<file path="config.mk">
export PLATFORM = sky130hd
export DESIGN_NAME = vga_video_capture_decoder
export DESIGN_NICKNAME = d
export VERILOG_FILES = /design/src/rtl/vvcd_pkg.sv /design/src/rtl/vga_video_capture_decoder.sv
export SDC_FILE = /design/constraint.sdc
export NUM_CORES = 1
export LEC_CHECK = 0
export BUFFER_PORTS_ARGS = -buffer_cell sky130_fd_sc_hd__buf_2
export CORE_MARGIN = 2
export CORE_UTILIZATION = 48
export CTS_BUF_LIST = sky130_fd_sc_hd__clkbuf_2 sky130_fd_sc_hd__clkbuf_4 sky130_fd_sc_hd__clkbuf_8
export DETAILED_ROUTE_END_ITERATION = 8
export HOLD_SLACK_MARGIN = 0.15
export PLACE_DENSITY = 0.67
export SETUP_SLACK_MARGIN = 0.5
export SYNTH_ARGS = -nofsm -noshare
export SYNTH_HDL_FRONTEND = slang
export SYNTH_SLANG_ARGS = --single-unit
export TNS_END_PERCENT = 20
</file>
<file path="constraint.sdc">
create_clock -name clk -period 10.7 [get_ports clk]
set_clock_uncertainty 0.05 [all_clocks]
set_input_delay 0.535 -clock clk [delete_from_list [all_inputs] [get_ports clk]]
set_output_delay 0.535 -clock clk [all_outputs]
set_load 0.02 [all_outputs]
</file>
<file path="src/rtl/vvcd_pkg.sv">
package vvcd_pkg;

  localparam int CFG_INDEX_BITS = 3;
  localparam int CFG_DATA_BITS  = 12;

  localparam logic [CFG_INDEX_BITS-1:0] REG_ACTIVE_WIDTH    = 3'd0;
  localparam logic [CFG_INDEX_BITS-1:0] REG_ACTIVE_HEIGHT   = 3'd1;
  localparam logic [CFG_INDEX_BITS-1:0] REG_H_LEAD          = 3'd2;
  localparam logic [CFG_INDEX_BITS-1:0] REG_V_LEAD          = 3'd3;
  localparam logic [CFG_INDEX_BITS-1:0] REG_LINES_PER_FRAME = 3'd4;
  localparam logic [CFG_INDEX_BITS-1:0] REG_COLOUR_DEPTH    = 3'd5;
  localparam logic [CFG_INDEX_BITS-1:0] REG_SYNC_POLARITY   = 3'd6;
  localparam logic [CFG_INDEX_BITS-1:0] REG_WAIT_FOR_VSYNC  = 3'd7;

  localparam logic [11:0] RST_ACTIVE_WIDTH    = 12'd640;
  localparam logic [11:0] RST_ACTIVE_HEIGHT   = 12'd480;
  localparam logic [11:0] RST_H_LEAD          = 12'd144;
  localparam logic [11:0] RST_V_LEAD          = 12'd35;
  localparam logic [11:0] RST_LINES_PER_FRAME = 12'd525;
  localparam logic [2:0]  RST_COLOUR_DEPTH    = 3'd4;
  localparam logic [1:0]  RST_SYNC_POLARITY   = 2'd3;
  localparam logic        RST_WAIT_FOR_VSYNC  = 1'b1;

  localparam logic [2:0] DEPTH_TWO  = 3'd2;
  localparam logic [2:0] DEPTH_FOUR = 3'd4;

  typedef logic [7:0] comp8_t;

  // expand one colour level to 8 bits
  function automatic comp8_t widen(input logic [3:0] c, input logic [2:0] depth);
    comp8_t res;
    case (depth)
      DEPTH_TWO:  res = {4{c[1:0]}};
      DEPTH_FOUR: res = {2{c}};
      default:    res = (c != 4'd0) ? 8'hFF : 8'h00;
    endcase
    return res;
  endfunction

endpackage

</file>
<file path="src/rtl/vga_video_capture_decoder.sv">
// VGA capture decoder: takes one sync/colour sample per transfer and returns one result per
// sample. A sample is taken every cycle when the result side keeps up; each result sits in an
// output register in the cycle after its sample, set by the single compute stage between the input
// port and that register. Sync edges, position counters, the registered data-enable and
// coordinates, colour expansion and the line/frame measurements all update together per sample.
// Configuration is written through cfg_we/cfg_index/cfg_data while no sample is in flight.
module vga_video_capture_decoder #(
  parameter int COUNTER_BITS     = 16,
  parameter int PIXEL_COUNT_BITS = 24
) (
  input  logic                                clk,
  input  logic                                rst_n,
  input  logic                                cfg_we,
  input  logic [vvcd_pkg::CFG_INDEX_BITS-1:0] cfg_index,
  input  logic [vvcd_pkg::CFG_DATA_BITS-1:0]  cfg_data,
  input  logic                                in_valid,
  output logic                                in_ready,
  input  logic                                in_hsync_level,
  input  logic                                in_vsync_level,
  input  logic [3:0]                          in_red_level,
  input  logic [3:0]                          in_green_level,
  input  logic [3:0]                          in_blue_level,
  output logic                                out_valid,
  input  logic                                out_ready,
  output logic                                out_pixel_live,
  output logic [15:0]                         out_pixel_x,
  output logic [15:0]                         out_pixel_y,
  output logic [23:0]                         out_pixel_rgb,
  output logic                                out_frame_done,
  output logic                                out_data_enable,
  output logic                                out_is_synced,
  output logic [15:0]                         out_h_position,
  output logic [15:0]                         out_v_position,
  output logic [15:0]                         out_measured_line_length,
  output logic [15:0]                         out_measured_frame_lines,
  output logic [23:0]                         out_frame_pixel_count
);

  localparam int CB = COUNTER_BITS;
  localparam int PB = PIXEL_COUNT_BITS;
  localparam int W  = (CB > 12) ? CB : 12;

  // configuration
  logic [11:0] active_width_r, active_height_r, h_lead_r, v_lead_r, lines_per_frame_r;
  logic [2:0]  colour_depth_r;
  logic [1:0]  sync_polarity_r;
  logic        wait_for_vsync_r;

  // decoder state
  logic [CB-1:0] h_cnt_r, v_cnt_r, col_r, row_r, line_len_r, frame_lines_r;
  logic [CB-1:0] clk_since_h_r, lines_since_v_r;
  logic [PB-1:0] pix_cnt_r;
  logic          hs_last_r, vs_last_r, en_r, synced_r;

  logic [CB-1:0] h_cnt_nxt, v_cnt_nxt, col_nxt, row_nxt, line_len_nxt, frame_lines_nxt;
  logic [CB-1:0] clk_since_h_nxt, lines_since_v_nxt;
  logic [PB-1:0] pix_cnt_nxt;
  logic          en_nxt, synced_nxt;

  logic          allow, pix_hit, h_edge, v_edge, done;
  logic [CB-1:0] h_end, v_end;
  logic [11:0]   v_top;
  logic [23:0]   rgb;

  // result register
  logic          out_valid_r, pix_valid_r, done_r, en_out_r, synced_out_r;
  logic [15:0]   px_r, py_r, hpos_r, vpos_r, llen_r, flines_r;
  logic [23:0]   rgb_r, fpix_r;

  logic in_xfer;

  assign in_ready = ~out_valid_r | out_ready;
  assign in_xfer  = in_valid & in_ready;

  always_ff @(posedge clk) begin
    if (!rst_n) begin
      active_width_r    <= vvcd_pkg::RST_ACTIVE_WIDTH;
      active_height_r   <= vvcd_pkg::RST_ACTIVE_HEIGHT;
      h_lead_r          <= vvcd_pkg::RST_H_LEAD;
      v_lead_r          <= vvcd_pkg::RST_V_LEAD;
      lines_per_frame_r <= vvcd_pkg::RST_LINES_PER_FRAME;
      colour_depth_r    <= vvcd_pkg::RST_COLOUR_DEPTH;
      sync_polarity_r   <= vvcd_pkg::RST_SYNC_POLARITY;
      wait_for_vsync_r  <= vvcd_pkg::RST_WAIT_FOR_VSYNC;
    end else if (cfg_we) begin
      unique case (cfg_index)
        vvcd_pkg::REG_ACTIVE_WIDTH:    active_width_r    <= cfg_data;
        vvcd_pkg::REG_ACTIVE_HEIGHT:   active_height_r   <= cfg_data;
        vvcd_pkg::REG_H_LEAD:          h_lead_r          <= cfg_data;
        vvcd_pkg::REG_V_LEAD:          v_lead_r          <= cfg_data;
        vvcd_pkg::REG_LINES_PER_FRAME: lines_per_frame_r <= cfg_data;
        vvcd_pkg::REG_COLOUR_DEPTH:    colour_depth_r    <= cfg_data[2:0];
        vvcd_pkg::REG_SYNC_POLARITY:   sync_polarity_r   <= cfg_data[1:0];
        vvcd_pkg::REG_WAIT_FOR_VSYNC:  wait_for_vsync_r  <= cfg_data[0];
        default: ;
      endcase
    end
  end

  always_comb begin
    allow   = synced_r | ~wait_for_vsync_r;
    h_end   = CB'(CB'(h_lead_r) + CB'(active_width_r));
    v_end   = CB'(CB'(v_lead_r) + CB'(active_height_r));
    pix_hit = en_r & allow & (W'(col_r) < W'(active_width_r))
              & (W'(row_r) < W'(active_height_r));
    rgb     = 24'd0;
    if (pix_hit) begin
      rgb = {vvcd_pkg::widen(in_red_level, colour_depth_r),
             vvcd_pkg::widen(in_green_level, colour_depth_r),
             vvcd_pkg::widen(in_blue_level, colour_depth_r)};
    end
    pix_cnt_nxt = pix_hit ? PB'(pix_cnt_r + PB'(1)) : pix_cnt_r;

    v_edge = (in_vsync_level ^ sync_polarity_r[1]) & ~(vs_last_r ^ sync_polarity_r[1]);
    h_edge = (in_hsync_level ^ sync_polarity_r[0]) & ~(hs_last_r ^ sync_polarity_r[0]);

    done              = v_edge & synced_r;
    frame_lines_nxt   = frame_lines_r;
    lines_since_v_nxt = lines_since_v_r;
    if (done) begin
      frame_lines_nxt   = lines_since_v_r;
      lines_since_v_nxt = '0;
      pix_cnt_nxt       = '0;
    end
    synced_nxt = synced_r | v_edge;

    // line length and line count
    clk_since_h_nxt = CB'(clk_since_h_r + CB'(1));
    line_len_nxt    = line_len_r;
    if (h_edge) begin
      line_len_nxt      = clk_since_h_nxt;
      clk_since_h_nxt   = '0;
      lines_since_v_nxt = CB'(lines_since_v_nxt + CB'(1));
    end

    // position counters
    v_top     = (lines_per_frame_r != 12'd0) ? lines_per_frame_r - 12'd1 : 12'd0;
    h_cnt_nxt = CB'(h_cnt_r + CB'(1));
    v_cnt_nxt = v_cnt_r;
    if (h_edge) begin
      h_cnt_nxt = '0;
      v_cnt_nxt = (W'(v_cnt_r) < W'(v_top)) ? CB'(v_cnt_r + CB'(1)) : '0;
    end
    if (v_edge) begin
      v_cnt_nxt = '0;
    end

    // registered active area and coordinates from the old counters
    en_nxt  = (W'(h_cnt_r) >= W'(h_lead_r)) & (h_cnt_r < h_end)
              & (W'(v_cnt_r) >= W'(v_lead_r)) & (v_cnt_r < v_end);
    col_nxt = (W'(h_cnt_r) >= W'(h_lead_r)) ? CB'(W'(h_cnt_r) - W'(h_lead_r)) : '0;
    row_nxt = (W'(v_cnt_r) >= W'(v_lead_r)) ? CB'(W'(v_cnt_r) - W'(v_lead_r)) : '0;
  end

  always_ff @(posedge clk) begin
    if (!rst_n) begin
      h_cnt_r         <= '0;
      v_cnt_r         <= '0;
      hs_last_r       <= 1'b1;
      vs_last_r       <= 1'b1;
      en_r            <= 1'b0;
      col_r           <= '0;
      row_r           <= '0;
      synced_r        <= 1'b0;
      line_len_r      <= '0;
      frame_lines_r   <= '0;
      clk_since_h_r   <= '0;
      lines_since_v_r <= '0;
      pix_cnt_r       <= '0;
    end else if (in_xfer) begin
      h_cnt_r         <= h_cnt_nxt;
      v_cnt_r         <= v_cnt_nxt;
      hs_last_r       <= in_hsync_level;
      vs_last_r       <= in_vsync_level;
      en_r            <= en_nxt;
      col_r           <= col_nxt;
      row_r           <= row_nxt;
      synced_r        <= synced_nxt;
      line_len_r      <= line_len_nxt;
      frame_lines_r   <= frame_lines_nxt;
      clk_since_h_r   <= clk_since_h_nxt;
      lines_since_v_r <= lines_since_v_nxt;
      pix_cnt_r       <= pix_cnt_nxt;
    end
  end

  always_ff @(posedge clk) begin
    if (!rst_n) begin
      out_valid_r <= 1'b0;
    end else if (in_xfer) begin
      out_valid_r <= 1'b1;
    end else if (out_ready) begin
      out_valid_r <= 1'b0;
    end
  end

  always_ff @(posedge clk) begin
    if (in_xfer) begin
      pix_valid_r  <= pix_hit;
      px_r         <= pix_hit ? 16'(col_r) : 16'd0;
      py_r         <= pix_hit ? 16'(row_r) : 16'd0;
      rgb_r        <= rgb;
      done_r       <= done;
      en_out_r     <= en_nxt;
      synced_out_r <= synced_nxt;
      hpos_r       <= 16'(h_cnt_nxt);
      vpos_r       <= 16'(v_cnt_nxt);
      llen_r       <= 16'(line_len_nxt);
      flines_r     <= 16'(frame_lines_nxt);
      fpix_r       <= 24'(pix_cnt_nxt);
    end
  end

  assign out_valid                = out_valid_r;
  assign out_pixel_live           = pix_valid_r;
  assign out_pixel_x              = px_r;
  assign out_pixel_y              = py_r;
  assign out_pixel_rgb            = rgb_r;
  assign out_frame_done           = done_r;
  assign out_data_enable          = en_out_r;
  assign out_is_synced            = synced_out_r;
  assign out_h_position           = hpos_r;
  assign out_v_position           = vpos_r;
  assign out_measured_line_length = llen_r;
  assign out_measured_frame_lines = flines_r;
  assign out_frame_pixel_count    = fpix_r;

  a_xfer_gives_result: assert property (@(posedge clk) disable iff (!rst_n)
    in_xfer |=> out_valid_r)
    else $error("transfer did not load a result");

  a_stall_only_when_full: assert property (@(posedge clk) disable iff (!rst_n)
    !in_ready |-> (out_valid_r && !out_ready))
    else $error("input stalled with free result register");

  a_done_needs_sync: assert property (@(posedge clk) disable iff (!rst_n)
    (out_valid_r && out_frame_done) |-> out_is_synced)
    else $error("frame done while not synced");

  a_no_pixel_zero: assert property (@(posedge clk) disable iff (!rst_n)
    (out_valid_r && !out_pixel_live) |->
      (out_pixel_x == 16'd0 && out_pixel_y == 16'd0 && out_pixel_rgb == 24'd0))
    else $error("pixel payload without pixel");

  a_frame_done_clears_count: assert property (@(posedge clk) disable iff (!rst_n)
    (out_valid_r && out_frame_done) |-> (out_frame_pixel_count == 24'd0))
    else $error("pixel count not cleared at frame end");

endmodule

</file>
# Yosys cells after proc, flatten, opt, wreduce, memory -nomap -nowiden
# Index checks and enable logic that the tools add are counted.
totals:
  ff_bits: 371
  output_inout_bits: 150
  elab_cells: 117
classes:
  add_sub_neg: 10
  eq_ne: 9
  bitwise: 21
  n_mux: 22
  magnitude_cmp: 7
  n_reduce_logical: 14
op_table:
  columns: ["operator", "n"]
  rows:
  - ["2-to-1 mux 16 bit", 11]
  - ["adder 16 x 1 -> 16 bit, second input constant", 4]
  - ["< comparator 16 x 12 -> 1 bit", 3]
  - ["2-to-1 mux 24 bit", 2]
  - ["one-hot mux 8 bit (2 select lines)", 3]
  - [">= comparator 16 x 12 -> 1 bit", 2]
  - ["< comparator 16 x 13 -> 1 bit", 2]
  - ["subtractor 16 x 12 -> 16 bit", 2]
  - ["adder 12 x 12 -> 13 bit", 2]
  - ["adder 24 x 1 -> 24 bit, second input constant", 1]
  - ["2-to-1 mux 8 bit", 3]
  - ["AND reduction 2 bit", 8]
  - ["== test 3 bit, second input constant", 5]
  - ["2-to-1 mux 12 bit", 1]
  - ["nonzero test 12 bit", 1]
  - ["nonzero test 4 bit", 3]
  - ["subtractor 12 x 1 -> 12 bit, second input constant", 1]
  - ["bitwise AND 1 bit", 10]
  - ["== test 3 x 2 -> 1 bit, second input constant", 3]
  - ["inverter 1 bit", 4]
  - ["bitwise XOR 1 bit", 4]
  - ["== test 3 x 1 -> 1 bit, second input constant", 1]
  - ["zero test 3 bit", 1]
  - ["bitwise OR 1 bit", 3]
  - ["other kinds (2)", 3]

# Logic depth before layout (Yosys ltp)
logic_depth:
  ltp_word: 7
  ltp_mapped: 18
  depth_no_buf: 18

# Least setup slack after synthesis
# Ideal clock, no wire load.
synth_timing:
  path_kind: "input to register"
  startpoint: "input port out_ready"
  endpoint: "register en_out_r (netlist: out_data_enable), enable pin"
  stages: 6
  setup_time_ps: 553
  path_slack_ps: 4521
  path_buffers: 3
  t_arrival_ps: 5577
  required_time_ps: 10097
  cell_sequence: "nand2b_1 -> nand2_1 -> inv_1 -> clkbuf_1 -> clkbuf_1 -> buf_1"
synth_via:
  elab_chain_len: 2
synth_rtl:
  columns: ["element", "line_no", "source"]
  rows:
  - ["start: declaration", "vga_video_capture_decoder.sv:24", "input logic out_ready,"]
  - ["bitwise OR 1 bit", "vga_video_capture_decoder.sv:72", "assign in_ready = ~out_valid_r | out_ready;"]
  - ["bitwise AND 1 bit", "vga_video_capture_decoder.sv:73", "assign in_xfer = in_valid & in_ready;"]
  - ["net in_xfer", "vga_video_capture_decoder.sv:70", "logic in_xfer;"]
  - ["end signal: assignment", "vga_video_capture_decoder.sv:204", "en_out_r <= en_nxt;"]
  - ["end: declaration", "vga_video_capture_decoder.sv:66", "logic out_valid_r, pix_valid_r, done_r, en_out_r, synced_out_r;"]
# The timed path passes the listed nets, and every way through them passes these cells.
# A chain may end at the register's enable or synchronous reset.

# Worst setup path after layout
layout_timing:
  startpoint: "register lines_per_frame_r[5]"
  endpoint: "register v_cnt_r[3]"
layout_via:
  elab_chain_len: 6
layout_rtl:
  columns: ["element", "line_no", "source"]
  rows:
  - ["start: declaration", "vga_video_capture_decoder.sv:44", "logic [11:0] active_width_r, active_height_r, h_lead_r, v_lead_r, lines_per_frame_r;"]
  - ["start signal: assignment", "vga_video_capture_decoder.sv:81", "lines_per_frame_r <= vvcd_pkg::RST_LINES_PER_FRAME;"]
  - ["start signal: assignment", "vga_video_capture_decoder.sv:91", "vvcd_pkg::REG_LINES_PER_FRAME: lines_per_frame_r <= cfg_data;"]
  - ["subtractor 12 x 1 -> 12 bit or nonzero test 12 bit (tied branches)", "vga_video_capture_decoder.sv:137", "v_top = (lines_per_frame_r != 12'd0) ? lines_per_frame_r - 12'd1 : 12'd0;"]
  - ["2-to-1 mux 12 bit (*)", "vga_video_capture_decoder.sv:137", null]
  - ["< comparator 16 x 12 -> 1 bit (*)", "vga_video_capture_decoder.sv:142", "v_cnt_nxt = (W'(v_cnt_r) < W'(v_top)) ? CB'(v_cnt_r + CB'(1)) : '0;"]
  - ["2-to-1 mux 16 bit (*)", "vga_video_capture_decoder.sv:142", null]
  - ["2-to-1 mux 16 bit (*)", "vga_video_capture_decoder.sv:140", "if (h_edge) begin"]
  - ["2-to-1 mux 16 bit (*)", "vga_video_capture_decoder.sv:144", "if (v_edge) begin"]
  - ["end signal: assignment", "vga_video_capture_decoder.sv:172", "v_cnt_r <= v_cnt_nxt;"]
  - ["end: declaration", "vga_video_capture_decoder.sv:50", "logic [CB-1:0] h_cnt_r, v_cnt_r, col_r, row_r, line_len_r, frame_lines_r;"]
# Every way passes the cells marked *; elsewhere a longest branch is shown, timed or not.

==> impl_metrics.env <==
export IMPL_dieArea_um2=41200
export IMPL_io_buffers=183
export IMPL_die_w_um=203
export IMPL_hold_path_class="primary input to register"
export IMPL_outcome="finished clean"
export IMPL_finalHoldViolCount=0
export IMPL_placementRows=72
export IMPL_drv_cap=0
export IMPL_grt_usage_pct=24.7
export IMPL_grt_pass1_wl_mm=81.2
export IMPL_synth_edf_count=136
export IMPL_critPathMaxFanout=29
export IMPL_synth_mux_area_share_pct=0.579
export IMPL_synthAdderAreaFrac_pct=7.79
export IMPL_slowest_stage="a211oi_1"
export IMPL_worstMarginPinSlew_ps=1190
export IMPL_final_max_slew_viol_count=0
export IMPL_overflow=0
export IMPL_antenna_found_initial=1
export IMPL_synth_area_per_cell_um2=8.84
export IMPL_fin_tns_setup_ps=0
export IMPL_dp_cells=2738
export IMPL_num_vias=16300
export IMPL_gp_congestion=0.923
export IMPL_wl_met3_mm=3.08
export IMPL_synthXorXnorAreaFrac_pct=4.93
export IMPL_routed_top_layer="met5"
export IMPL_post_route_drc_count=0
export IMPL_synth_area_leaders="dfxtp_1 (23%), edfxtp_1 (21%), ha_1 (7.4%)"
export IMPL_fin_crit_sh_pct=38.6
export IMPL_fin_cells=2879
export IMPL_slew_headroom_pct=20.4
export IMPL_dpl_cell_area_um2=20200
export IMPL_rsz0062_at_grt="no"
export IMPL_area_growth_pct=14.1
export IMPL_cts_tree="built"
export IMPL_synth_compound_area_share_pct=14.9
export IMPL_cts_buffers=61
export IMPL_post_cts_buffers=0
export IMPL_ios=184
export IMPL_n_antenna_cell=0
export IMPL_drive_gt1_share_pct=13.6
export IMPL_drt_wl_total_mm=51.7
export IMPL_cpMostUsedCell="a21o_1"
export IMPL_crit_required_ps=11230
export IMPL_synth_top_family_by_area="simple AND/OR/NAND/NOR gates"
export IMPL_async_reset_ff_share_pct=0
export IMPL_clkSinkCount=359
export IMPL_ant_nets=0
export IMPL_synthFlopType="dfxtp_1"
export IMPL_clk_path_buf_depth=3
export IMPL_synthSimpleGateAreaFrac_pct=22.4
export IMPL_post_route_min_period_ps=4130
export IMPL_ir_drop_v=0.000121
export IMPL_p_per_area_nw_per_um2=141
export IMPL_setup_worst_path_class="register to register"
export IMPL_yosysSeqAreaShare_pct=44.9
export IMPL_viasPerCell=5.66
export IMPL_wl_met2_mm=24.4
export IMPL_yosysMostFrequentCell="nand2_1"
export IMPL_place_hpwl_mm=35.2
export IMPL_netlist_area_um2=19000
export IMPL_synthCells=2152
export IMPL_clk_pin_slew_ps=60
export IMPL_root_buffer="clkbuf_8"
export IMPL_firstDrtPassIters=6
export IMPL_htree_levels=2
export IMPL_fin_area_um2=21700
export IMPL_grt_pass1_vias=15200
export IMPL_total_leakage_power_nw=8.63
export IMPL_start_util_pct=48.9
export IMPL_die_h_um=203
export IMPL_ys_warn_count=0
export IMPL_ys_top_cells_by_count="nand2_1 (336), dfxtp_1 (223), a21oi_1 (201), nor2_1 (191), edfxtp_1 (136)"
export IMPL_core_um2=38900
export IMPL_clkLatencyLatePin_ps=680
export IMPL_critPathLaunchType="register"
export IMPL_wl_per_cell_um=18.0
export IMPL_yosysUniqueCellTypes=76
export IMPL_critPathMaxStageDelay_ps=640
export IMPL_drt_met1_wl_mm=23.0
export IMPL_fillers=3572
export IMPL_end_kind="register"
export IMPL_dr_first_iter_drc_count=1215
export IMPL_crit_chain="nor4_1 -> nand4_1 -> nand2_1 -> ha_1 -> a21o_1 -> a21o_1 -> a221o_1 -> a211oi_1 -> nor2_2 -> or3_1 -> o221ai_1"
export IMPL_nets=2458
export IMPL_synth_seq_cells=359
export IMPL_synth_top_area_share_pct=23.5
export IMPL_finalSetupViolCount=0
export IMPL_yosys_area_top_type="dfxtp_1"
export IMPL_max_freq_ghz=0.242
export IMPL_crit_arrival_ps=4660
export IMPL_grt_max_degree=128
power breakdown:
part / internal (mW) / leakage [nW] / total (mW) / switching, mW
registers: 1.46 / 3.17 / 1.48 / 0.0227
clock network: 0.723 / 0.698 / 1.32 / 0.596
logic: 0.0817 / 4.76 / 0.270 / 0.188
total: 2.27 / 8.63 / 3.07 / 0.807
registers in the layout (all words and copies together), names as in the netlist, 16 cells and up:
register                  flops
clk_since_h_r                16
v_cnt_r                      16
frame_lines_r                16
out_pixel_x                  16
row_r                        16
h_cnt_r                      16
line_len_r                   16
pix_cnt_r                    24
out_frame_pixel_count        24
out_pixel_y                  16
out_v_position               16
out_measured_line_length     16
out_h_position               16
col_r                        16
out_measured_frame_lines     16
lines_since_v_r              16
final timing paths:
check	slack, ps	end	from	depth (start not counted)
setup / recovery	6570	v_cnt_r[3]$_SDFFE_PN0P_	lines_per_frame_r[5]$_SDFFE_PN0P_	11
hold / removal	220	out_pixel_rgb[15]$_SDFFCE_PN0P_	in_green_level[3]	3
setup reg to reg	6570	v_cnt_r[3]$_SDFFE_PN0P_	lines_per_frame_r[5]$_SDFFE_PN0P_	11
hold reg to reg	410	frame_lines_r[4]$_SDFFE_PN0P_	frame_lines_r[4]$_SDFFE_PN0P_	2
kinds of logic after synthesis:
logic type	Yosys count
muxes	11
AOI/OAI and AO/OA	452
DFF	359
other	1
and+or+nand+nor	898
buffers and inverters	208
adders and majority gates	116
xor gates and xnor gates	107
layer usage:
layer | up-vias | global-route usage [%]
li1 | 7983 | -
met1 | 7679 | 32.8
met2 | 545 | 40.8
met3 | 81 | 4.48
met4 | 2 | 8.03
met5 | - | 0
final cells by class:
| cell class | instances | area [um^2] | share of cell area (%) |
|---|---|---|---|
| Multi-Input combinational cell | 1592 | 9680 | 44.6 |
| Sequential cell | 359 | 8550 | 39.4 |
| Clock inverter | 39 | 302 | 1.39 |
| Inverter | 77 | 299 | 1.38 |
| Tap cell | 518 | 648 | 2.98 |
| Clock buffer | 77 | 1010 | 4.65 |
| Timing Repair Buffer | 217 | 1230 | 5.68 |
per-stage QoR:
stage | hold WS (ps) | utilization (%) | setup slack [ps] | power (mW)
after global routing | 206 | 55.8 | 6220 | 3.19
after floorplan | 384 | - | 4520 | 1.69
after detailed placement | 397 | 51.8 | 6360 | 1.77
final | 222 | 55.8 | 6570 | 3.07
after CTS | 154 | 55.8 | 6600 | 3.11
after global placement | 392 | 51.8 | 6460 | 1.77
critical path, delay by kind of cell (launching register included):
kind | cells | cell delay [ps]
fa+ha+maj | 1 | 260
flops | 1 | 370
compound gates | 5 | 1360
simple gates | 5 | 2000
timing repair:
item	4_1_cts	5_1_grt
hold buffers	25	0
gates resized for setup	0	0
hold endpoints to repair	58	0
layout by cell type, fill, tap and decap left out, types with 9 or more instances in the layout:
master,Yosys,routed
nand4_1,28,28
clkinv_2,0,20
dlygate4sd3_1,0,25
nand3_1,91,91
o31ai_1,19,19
nand2b_1,16,16
inv_1,75,74
edfxtp_1,136,136
and3_1,25,25
nor2b_1,17,17
o211ai_1,25,25
clkbuf_8,0,69
xor2_1,53,53
mux2i_1,11,11
clkinv_1,2,11
a21oi_1,201,201
or4_1,20,20
a22oi_1,21,21
dfxtp_1,223,223
a21o_1,18,18
a211oi_1,25,25
and2_1,34,34
nor4_1,22,22
nand3b_1,10,10
nor3_1,38,38
o21ai_0,54,54
nand2_1,336,334
nand4b_1,9,9
nor2_1,191,189
or3_1,23,23
buf_4,12,9
buf_2,0,183
xnor2_1,54,54
ha_1,112,112
a22o_1,11,11
(Power assumes the default switching activity.)
